File: config.mk
export PLATFORM = sky130hd
export DESIGN_NAME = octal_float_add_subtract
export DESIGN_NICKNAME = d
export VERILOG_FILES = /design/src/hdl/osa_pkg.sv /design/src/hdl/osa_ctrl.sv /design/src/hdl/osa_dp.sv /design/src/hdl/octal_float_add_subtract.sv
export SDC_FILE = /design/constraint.sdc
export NUM_CORES = 2
export LEC_CHECK = 0
export BUFFER_PORTS_ARGS = -buffer_cell sky130_fd_sc_hd__buf_2
export CELL_PAD_IN_SITES_DETAIL_PLACEMENT = 1
export CELL_PAD_IN_SITES_GLOBAL_PLACEMENT = 1
export CORE_MARGIN = 1
export CORE_UTILIZATION = 40
export CTS_BUF_LIST = sky130_fd_sc_hd__clkbuf_4
export DETAILED_ROUTE_END_ITERATION = 8
export PLACE_DENSITY_LB_ADDON = 0.1
export SLEW_MARGIN = 20
export SYNTH_ARGS = -nofsm -noshare
export SYNTH_HDL_FRONTEND = slang
export SYNTH_SLANG_ARGS = --single-unit
export TNS_END_PERCENT = 100
File: constraint.sdc
create_clock -name clk -period 8.3 [get_ports clk]
set_input_delay 0 -clock clk [delete_from_list [all_inputs] [get_ports clk]]
set_output_delay 0 -clock clk [all_outputs]
set_load 0.05 [all_outputs]
File: src/hdl/osa_pkg.sv
// Shared types, constants and packing function for the octal float add/subtract block.
package osa_pkg;

	typedef enum logic [2:0] {
		ST_IDLE,
		ST_SHL,
		ST_SHR,
		ST_ARITH,
		ST_NORM,
		ST_ROUND,
		ST_DONE
	} state_t;

	typedef struct packed {
		logic zero;
		logic e_ne;
		logic shl_step;
		logic shr_step;
		logic shr_stop;
		logic norm_enter;
		logic norm_step;
	} dp_stat_t;

	localparam int WORD_W = 48;
	localparam int MANT_W = 39;
	localparam int WIDE_W = 44;
	localparam int EXP_W = 8;
	localparam logic signed [EXP_W-1:0] EXP_MIN = -8'sd63;
	localparam logic signed [EXP_W-1:0] EXP_MAX = 8'sd63;

	function automatic logic [WORD_W-1:0] pack_word(input logic nz, input logic s,
			input logic signed [EXP_W-1:0] e, input logic [MANT_W-1:0] m);
		logic [6:0] mag;
		logic [WORD_W-1:0] w;
		mag = e[7] ? 7'(-e) : e[6:0];
		w = '0;
		if (nz) begin
			w[38:0] = m;
			w[46] = s;
			w[45:39] = mag;
			if (e[7]) begin
				w[45] = 1'b1;
			end
		end
		return w;
	endfunction

endpackage

File: src/hdl/osa_ctrl.sv
// Sequencer for the digit-serial align, add, normalize and round steps.
module osa_ctrl (
	input  logic              clk,
	input  logic              arst_n,
	input  logic              in_valid,
	input  logic              out_busy,
	input  osa_pkg::dp_stat_t stat,
	output osa_pkg::state_t   st,
	output logic              in_stall,
	output logic              deliver
);
	import osa_pkg::*;

	state_t st_q;
	state_t st_nxt;

	always_ff @(posedge clk or negedge arst_n) begin
		if (!arst_n) begin
			st_q <= ST_IDLE;
		end else begin
			st_q <= st_nxt;
		end
	end

	always_comb begin
		st_nxt = st_q;
		case (st_q)
			ST_IDLE: begin
				if (in_valid) begin
					if (stat.zero) begin
						st_nxt = ST_DONE;
					end else if (stat.e_ne) begin
						st_nxt = ST_SHL;
					end else begin
						st_nxt = ST_ARITH;
					end
				end
			end
			ST_SHL: begin
				if (!stat.shl_step) begin
					st_nxt = ST_SHR;
				end
			end
			ST_SHR: begin
				if (!stat.shr_step || stat.shr_stop) begin
					st_nxt = ST_ARITH;
				end
			end
			ST_ARITH: begin
				st_nxt = stat.norm_enter ? ST_NORM : ST_ROUND;
			end
			ST_NORM: begin
				if (!stat.norm_step) begin
					st_nxt = ST_ROUND;
				end
			end
			ST_ROUND: begin
				st_nxt = ST_DONE;
			end
			ST_DONE: begin
				if (!out_busy) begin
					st_nxt = ST_IDLE;
				end
			end
			default: begin
				st_nxt = ST_IDLE;
			end
		endcase
	end

	always_comb begin
		st = st_q;
		in_stall = (st_q != ST_IDLE);
		deliver = (st_q == ST_DONE) && !out_busy;
	end

endmodule

File: src/hdl/osa_dp.sv
// Operand shift registers and digit-step arithmetic for the octal float add/subtract.
module osa_dp (
	input  logic                      clk,
	input  osa_pkg::state_t           st,
	input  logic                      load,
	input  logic                      emode,
	input  logic                      req_type,
	input  logic [47:0]               a_word,
	input  logic [47:0]               b_word,
	input  logic                      normal_state,
	output osa_pkg::dp_stat_t         stat,
	output logic [47:0]               res_word,
	output logic [38:0]               res_ext,
	output logic                      res_irq
);
	import osa_pkg::*;

	logic [MANT_W-1:0] am_q, ax_q, bx_q;
	logic [WIDE_W-1:0] bm_q;
	logic signed [EXP_W-1:0] ae_q, be_q;
	logic as_q, bs_q, sel_q, nst_q;

	logic [MANT_W-1:0] ua_m, ub_m;
	logic signed [EXP_W-1:0] ua_e, ub_e;
	logic ua_s, ub_s;
	logic [47:0] zero_word;

	logic [MANT_W-1:0] big_m, big_x, sm_m, sm_x;
	logic signed [EXP_W-1:0] big_e, sm_e, sm_e_inc;
	logic [MANT_W-1:0] shl_m, shl_x, shr_m, shr_x;

	logic [MANT_W:0] xs, ms, xd;
	logic [MANT_W-1:0] ar_x;
	logic [WIDE_W-1:0] ar_m;
	logic signed [EXP_W-1:0] ar_e;
	logic ar_s, b_gt;

	logic [WIDE_W-1:0] r_m, m1, mp;
	logic [MANT_W-1:0] r_x, x1;
	logic signed [EXP_W-1:0] r_e, e1, f_e;
	logic r_irq;

	always_comb begin
		ua_m = a_word[38:0];
		ub_m = b_word[38:0];
		ua_e = a_word[45] ? -$signed({2'b00, a_word[44:39]}) : $signed({2'b00, a_word[44:39]});
		ub_e = b_word[45] ? -$signed({2'b00, b_word[44:39]}) : $signed({2'b00, b_word[44:39]});
		ua_s = a_word[46];
		ub_s = b_word[46];
		if (ua_m == '0) begin
			ua_e = '0;
			ua_s = 1'b0;
		end
		if (ub_m == '0) begin
			ub_e = '0;
			ub_s = 1'b0;
		end
		ua_s = ua_s ^ req_type;
		if (ua_m == '0) begin
			zero_word = {1'b0, b_word[46:0]};
		end else begin
			zero_word = pack_word(1'b1, ua_s, ua_e, ua_m);
		end
	end

	always_comb begin
		big_m = sel_q ? am_q : bm_q[38:0];
		big_x = sel_q ? ax_q : bx_q;
		big_e = sel_q ? ae_q : be_q;
		sm_m = sel_q ? bm_q[38:0] : am_q;
		sm_x = sel_q ? bx_q : ax_q;
		sm_e = sel_q ? be_q : ae_q;
		shl_m = {big_m[35:0], big_x[38:36]};
		shl_x = {big_x[35:0], 3'b000};
		shr_m = {3'b000, sm_m[38:3]};
		shr_x = {sm_m[2:0], sm_x[38:3]};
		sm_e_inc = sm_e + 8'sd1;
	end

	always_comb begin
		xs = {1'b0, bx_q} + {1'b0, ax_q};
		ms = {1'b0, bm_q[38:0]} + {1'b0, am_q} + {39'd0, xs[39]};
		b_gt = bm_q[38:0] > am_q;
		xd = '0;
		ar_s = bs_q;
		ar_e = be_q;
		if (as_q == bs_q) begin
			if (ms[39]) begin
				ar_m = {7'd0, ms[39:3]};
				ar_x = {ms[2:0], xs[38:3]};
				ar_e = be_q + 8'sd1;
			end else begin
				ar_m = {4'd0, ms};
				ar_x = xs[38:0];
			end
		end else if (b_gt) begin
			xd = {1'b0, bx_q} - {1'b0, ax_q};
			ar_x = xd[38:0];
			ar_m = {5'd0, bm_q[38:0] - am_q - {38'd0, xd[39]}};
		end else begin
			xd = {1'b0, ax_q} - {1'b0, bx_q};
			ar_x = xd[38:0];
			ar_m = {4'd0, {1'b0, am_q} - {39'd0, xd[39]} - {1'b0, bm_q[38:0]}};
			ar_s = !bs_q;
		end
	end

	always_comb begin
		r_m = bm_q;
		r_x = bx_q;
		r_e = be_q;
		m1 = bm_q;
		x1 = bx_q;
		e1 = be_q;
		mp = bm_q + 44'd1;
		if (emode) begin
			if (bx_q[38]) begin
				if (bm_q[38:36] == 3'b000) begin
					r_m = {bm_q[40:0], bx_q[38:36]};
					r_x = {bx_q[35:0], 3'b000};
					r_e = be_q - 8'sd1;
				end else if (mp[39]) begin
					r_m = {3'b000, mp[43:3]};
					r_x = {mp[2:0], bx_q[38:3]};
					r_e = be_q + 8'sd1;
				end else begin
					r_m = mp;
				end
			end
		end else if (bx_q[38:36] != 3'b000) begin
			if (bm_q[38:36] == 3'b000) begin
				m1 = {bm_q[40:0], bx_q[38:36]};
				x1 = {bx_q[35:0], 3'b000};
				e1 = be_q - 8'sd1;
			end
			r_m = m1;
			r_x = x1;
			r_e = e1;
			if (x1[38] && (m1[38:0] != '1)) begin
				r_m = m1 + 44'd1;
			end
		end
		f_e = r_e;
		r_irq = 1'b0;
		if (r_e > EXP_MAX) begin
			f_e = {2'b00, r_e[5:0]};
			r_irq = nst_q;
		end
	end

	always_comb begin
		stat.zero = (ua_m == '0) || (ub_m == '0);
		stat.e_ne = (ua_e != ub_e);
		stat.shl_step = (big_m[38:36] == 3'b000) && (big_e > sm_e);
		stat.shr_step = sm_e < big_e;
		stat.shr_stop = !emode && (shr_m == '0) && (sm_e_inc != big_e);
		stat.norm_enter = emode && (ar_e != '0);
		stat.norm_step = (bm_q[38:36] == 3'b000) && (be_q > EXP_MIN);
	end

	always_ff @(posedge clk) begin
		if (load) begin
			am_q <= ua_m;
			ax_q <= '0;
			ae_q <= ua_e;
			as_q <= ua_s;
			bm_q <= {5'd0, ub_m};
			bx_q <= '0;
			be_q <= ub_e;
			bs_q <= ub_s;
			sel_q <= ua_e > ub_e;
			nst_q <= normal_state;
			res_word <= zero_word;
			res_ext <= '0;
			res_irq <= 1'b0;
		end else begin
			case (st)
				ST_SHL: begin
					if (stat.shl_step) begin
						if (sel_q) begin
							am_q <= shl_m;
							ax_q <= shl_x;
							ae_q <= big_e - 8'sd1;
						end else begin
							bm_q <= {5'd0, shl_m};
							bx_q <= shl_x;
							be_q <= big_e - 8'sd1;
						end
					end
				end
				ST_SHR: begin
					if (stat.shr_step) begin
						if (sel_q) begin
							bm_q <= {5'd0, shr_m};
							bx_q <= stat.shr_stop ? '0 : shr_x;
							be_q <= stat.shr_stop ? big_e : sm_e_inc;
						end else begin
							am_q <= shr_m;
							ax_q <= stat.shr_stop ? '0 : shr_x;
							ae_q <= stat.shr_stop ? big_e : sm_e_inc;
						end
					end
				end
				ST_ARITH: begin
					bm_q <= ar_m;
					bx_q <= ar_x;
					be_q <= ar_e;
					bs_q <= ar_s;
				end
				ST_NORM: begin
					if (stat.norm_step) begin
						bm_q <= {5'd0, bm_q[35:0], bx_q[38:36]};
						bx_q <= {bx_q[35:0], 3'b000};
						be_q <= be_q - 8'sd1;
					end
				end
				ST_ROUND: begin
					res_word <= pack_word(r_m != '0, bs_q, f_e, r_m[38:0]);
					res_ext <= r_x;
					res_irq <= r_irq;
				end
				default: begin
				end
			endcase
		end
	end

endmodule

File: src/hdl/octal_float_add_subtract.sv
// Top level of the base-8 48-bit floating add/subtract block.
//
//   channel  direction  handshake              payload
//   cfg      in         cfg_valid/cfg_ready    extended_mode
//   in       in         in_valid/in_stall      req_type, a_word, b_word, normal_state
//   out      out        out_valid/out_stall    result_word, extension, overflow_irq
//
// One item at a time. A zero operand goes straight to the output register; otherwise the
// item runs the left shift and right shift steps when the exponents differ (right scaling
// stops early on a zero mantissa outside extended mode), then the add/subtract step, the
// normalize steps when the extended-mode normalize runs, and the round step. The shift
// steps move the operand registers one octal digit per cycle.
// arst_n clears the sequencer, the output valid and extended_mode.
// in_stall is high from acceptance until the result moves into the output register; a
// stalled output holds its beat while the next item is taken and worked on.
module octal_float_add_subtract (
	input  logic        clk,
	input  logic        arst_n,
	input  logic        cfg_valid,
	output logic        cfg_ready,
	input  logic        extended_mode,
	input  logic        in_valid,
	output logic        in_stall,
	input  logic        req_type,
	input  logic [47:0] a_word,
	input  logic [47:0] b_word,
	input  logic        normal_state,
	output logic        out_valid,
	input  logic        out_stall,
	output logic [47:0] result_word,
	output logic [38:0] extension,
	output logic        overflow_irq
);
	import osa_pkg::*;

	logic emode_q;
	logic out_valid_q;
	logic [47:0] word_q;
	logic [38:0] ext_q;
	logic irq_q;
	logic out_busy, deliver, load;
	state_t st;
	dp_stat_t stat;
	logic [47:0] res_word;
	logic [38:0] res_ext;
	logic res_irq;

	assign cfg_ready = 1'b1;
	assign out_busy = out_valid_q && out_stall;
	assign load = in_valid && !in_stall;

	always_ff @(posedge clk or negedge arst_n) begin
		if (!arst_n) begin
			emode_q <= 1'b0;
		end else if (cfg_valid && cfg_ready) begin
			emode_q <= extended_mode;
		end
	end

	osa_ctrl u_ctrl (
		.clk      (clk),
		.arst_n   (arst_n),
		.in_valid (in_valid),
		.out_busy (out_busy),
		.stat     (stat),
		.st       (st),
		.in_stall (in_stall),
		.deliver  (deliver)
	);

	osa_dp u_dp (
		.clk          (clk),
		.st           (st),
		.load         (load),
		.emode        (emode_q),
		.req_type     (req_type),
		.a_word       (a_word),
		.b_word       (b_word),
		.normal_state (normal_state),
		.stat         (stat),
		.res_word     (res_word),
		.res_ext      (res_ext),
		.res_irq      (res_irq)
	);

	always_ff @(posedge clk or negedge arst_n) begin
		if (!arst_n) begin
			out_valid_q <= 1'b0;
		end else if (deliver) begin
			out_valid_q <= 1'b1;
		end else if (!out_stall) begin
			out_valid_q <= 1'b0;
		end
	end

	always_ff @(posedge clk) begin
		if (deliver) begin
			word_q <= res_word;
			ext_q <= res_ext;
			irq_q <= res_irq;
		end
	end

	assign out_valid = out_valid_q;
	assign result_word = word_q;
	assign extension = ext_q;
	assign overflow_irq = irq_q;

endmodule

==> impl_results.md <==
* Crit path time final at 7920 ps
* Clock Path Buffers at 3
* GRT overflow at 0
* Largest net degree at the start of global routing at 107
* Synth Area in XOR/XNOR at 6.37%
* Mapped Area at ~0.041 mm^2
* Top cell by count, worst path: buf_4
* Vias per inst at 6.62
* Remaining antenna violation count at 0
* Post-CTS setup repair buffer count at 0
* Post-synthesis cell type count at 92
* # DRC at 0
* Port bufs at 190
* Endpoints failing setup at 0
* Status: finished clean
* Num CTS Buffers at 103
* Final Hold Viols at 0
* Setup TNS at 0 ps
* Post-synthesis cell count at around 5400
* Adder-cell share of the synthesized area at between 10% and 20%
* FF-to-FF End: u_dp.bm_q[37]
* Buffers & Inverters on Critical Path at 9
* Clock Tree Root: clkbuf_4
* Layout cells sized above 1 at 13.3%
* Final Non-Filler Cells at 7238
* Family with the most delay on the worst path: compound AO/OA/AOI/OAI gates
* Worst-Margin Slew at 1270 ps
* Pre-Repair DR Iteration Count at 6
* Synth top area share at between 15 and 20%
* Asr flop ratio synth at 1.40%
* Critical Path RT at 9060 ps
* Ys flop type: edfxtp_1
* CP Capture Type: register
* Height of the chip at 322 um
* Area post-placement at approximately 0.045 mm^2
* Iteration-0 DRC Markers at 5027
* Max cap viols at 0
* Routed WL per cell at 32.4 um
* Fillers at 12600
* Hold depth at 3
* Post-synthesis mux area share at approximately 5.3%
* CTS tree: done
* RSZ-0062 raised after global routing: false
* Clk slew on worst S/H paths at 80 ps
* GRT Util Overall at between 40% and 50%
* Synth Net Count at roughly 5900
* GP Congestion at between 1 and 1.5
* Worst skew pair latency at 1020 ps
* Register area share after synthesis at 23.1%
* Max incr delay on CP at 520 ps
* Synth Area in Compound Gates at 28.6%
* Fin Hold WS at around 47 ps
* WP data arrival at 8680 ps
* Num rows at 117
* Hold endpoint: u_dp.am_q[36]
* FF-to-FF setup slack at 380 ps
* Top Ports at about 200
* Setup CP Type: register to register
* H-Tree Depth at 3
* Simple-gate share of the synthesized area at a little under a fifth
* Clk sink count at 356
* Fin. max-slew vios at 0
* First-pass GRT wire length at 334 mm
* Die Wd at 322 um
* Vias in the first global route at approximately 47000
* Commonest non-fill, non-tap cell in the layout: nor2_1
* FF+latch count, synth at 356
* Final wirelength at 235 mm
* Cell accounting for the most synthesized area: edfxtp_1
* DP HPWL at 175 mm
* YS warnings at 0
* Max FO, Critical Path at 8
* R2r startpoint: u_dp.ax_q[13]
* Via Count at 48000
* Relative slew slack at 15.4%
* Synth area leaders: edfxtp_1 17%, ha_1 10%, a21oi_1 6.5%
* Initial Util at between 40 and 50%
* Antenna violations before repair at 17
* Core footprint at 0.102 mm^2
* Critical Path Slowest Stage Cell: fa_1
* Hold path startpoint: a_word[36]
* Crit start category: register
* HP Class: primary input to register
* Worst Reg2Reg Path Length in Cells at 35
* Area occupied by multi-input gates at 0.0290 mm^2
* Final net count at 6251
* Reg area at about 0.0095 mm^2
* Most frequent cells in the layout: 567 x nor2_1, 533 x a21oi_1, 448 x nand2_1
* Inst Count DP at 6896
* Period Utilization, post-route at between 90% and 100%
* Mean Syn Cell Area at approximately 7.6 um^2
* Post-synth EDFFs at 232
* Main combinational cell family by area after synthesis: compound AO/OA/AOI/OAI gates
* Clock Skews at 139 ps
* Design Area, Final at roughly 0.048 mm^2
* FMAX at between 100 and 150 MHz
* Die Area at 0.104 mm^2
* Area Overhead vs Synth at 16.3%
-- through the flow --
stage          util (%)  setup slack (ps)
6_report           46.9               384
5_1_grt            46.9            0.0515
4_1_cts            46.8              3.09
3_5_place_dp       44.0               115
3_3_place_gp       44.0               175
2_1_floorplan         -               252
-- worst register-to-register path: cells and delay by family (launching register included) --
family	cells	cell delay (ps)
DFF	1	440
xor gates and xnor gates	1	120
and+or+nand+nor	7	1670
adders and majority gates	3	1060
AOI/OAI and AO/OA	15	2990
buffers and inverters	9	1420
-- what timing repair did --
item                       4_1_cts  5_1_grt
hold endpoints to repair       187        0
resized for setup                0       28
hold buffers                   151        0
setup endpoints to repair        0       19
-- final cells by class --
class / instances / area share, %
Clock buffer: 159 / 2.50
Sequential cell: 356 / 19.9
Clock inverter: 26 / 0.339
Inverter: 369 / 2.92
Tap cell: 1368 / 3.59
Timing Repair Buffer: 636 / 9.96
Multi-Input combinational cell: 4319 / 60.8
Antenna cell: 5 / 0.0263
-- synth_stat cells, types with 13 or more instances --
cell	number
nor2_1	575
a21oi_1	535
nand2_1	452
o21ai_0	447
inv_1	357
ha_1	335
clkbuf_1	314
edfxtp_1	232
xnor2_1	232
mux2i_1	154
nand3_1	126
a211oi_1	119
dfxtp_1	119
nor3_1	116
o211ai_1	81
a31oi_1	77
nor4_1	77
o22ai_1	72
a221oi_1	66
nand4_1	66
xor2_1	66
buf_1	57
o21bai_1	56
o221ai_1	56
a21o_1	47
nand2b_1	41
nor2b_1	39
o31ai_1	37
o21a_1	32
a22oi_1	28
fa_1	27
mux4_2	26
or3_1	26
a311oi_1	20
and2_1	19
and3_1	19
a22o_1	14
a211o_1	13
a221o_1	13
-- cells by family after synthesis --
logic type,Yosys count
AND/OR/NAND/NOR,1618
XOR/XNOR,298
adder cells (fa/ha/maj),362
multiplexers,185
AO/OA/AOI/OAI,1854
other,2
buffers and inverters,747
flip-flops,356
-- worst max path at each step --
stage / slack (ps) / end / start / cells after the start
after floorplan: 250 / extension[0] / u_ctrl.st[2] / 4
after CTS: 3 / u_dp.bm_q[33] / u_dp.bx_q[1] / 30
after detailed placement: 120 / u_dp.bm_q[33] / u_dp.bx_q[1] / 30
after global routing: 0.05 / u_dp.bm_q[27] / u_dp.bx_q[11] / 36
after global placement: 180 / u_dp.bm_q[33] / u_dp.bx_q[1] / 30
final: 380 / u_dp.bm_q[37] / u_dp.ax_q[13] / 35
-- per-layer routing --
metal	up-vias	track usage, %	share of wire (%)	wire, um
met3	940	7.66	7.9	18500
met4	18	39.1	11	25500
met2	2805	69.9	44	104000
li1	20600	-	-	-
met1	23500	50.7	37	86700
met5	-	0	0.047	111
-- sequential cells by signal, summed over array words and instances, names as in the netlist, 39 cells and up --
signal         count
u_dp.bx_q         39
u_dp.bm_q         40
u_dp.res_word     47
u_dp.am_q         39
u_dp.res_ext      39
u_dp.ax_q         39
extension         39
result_word       47
Power is left out: the tool's default activity adds up to more than one toggle a clock period on the data nets, which glitch-free logic cannot reach.
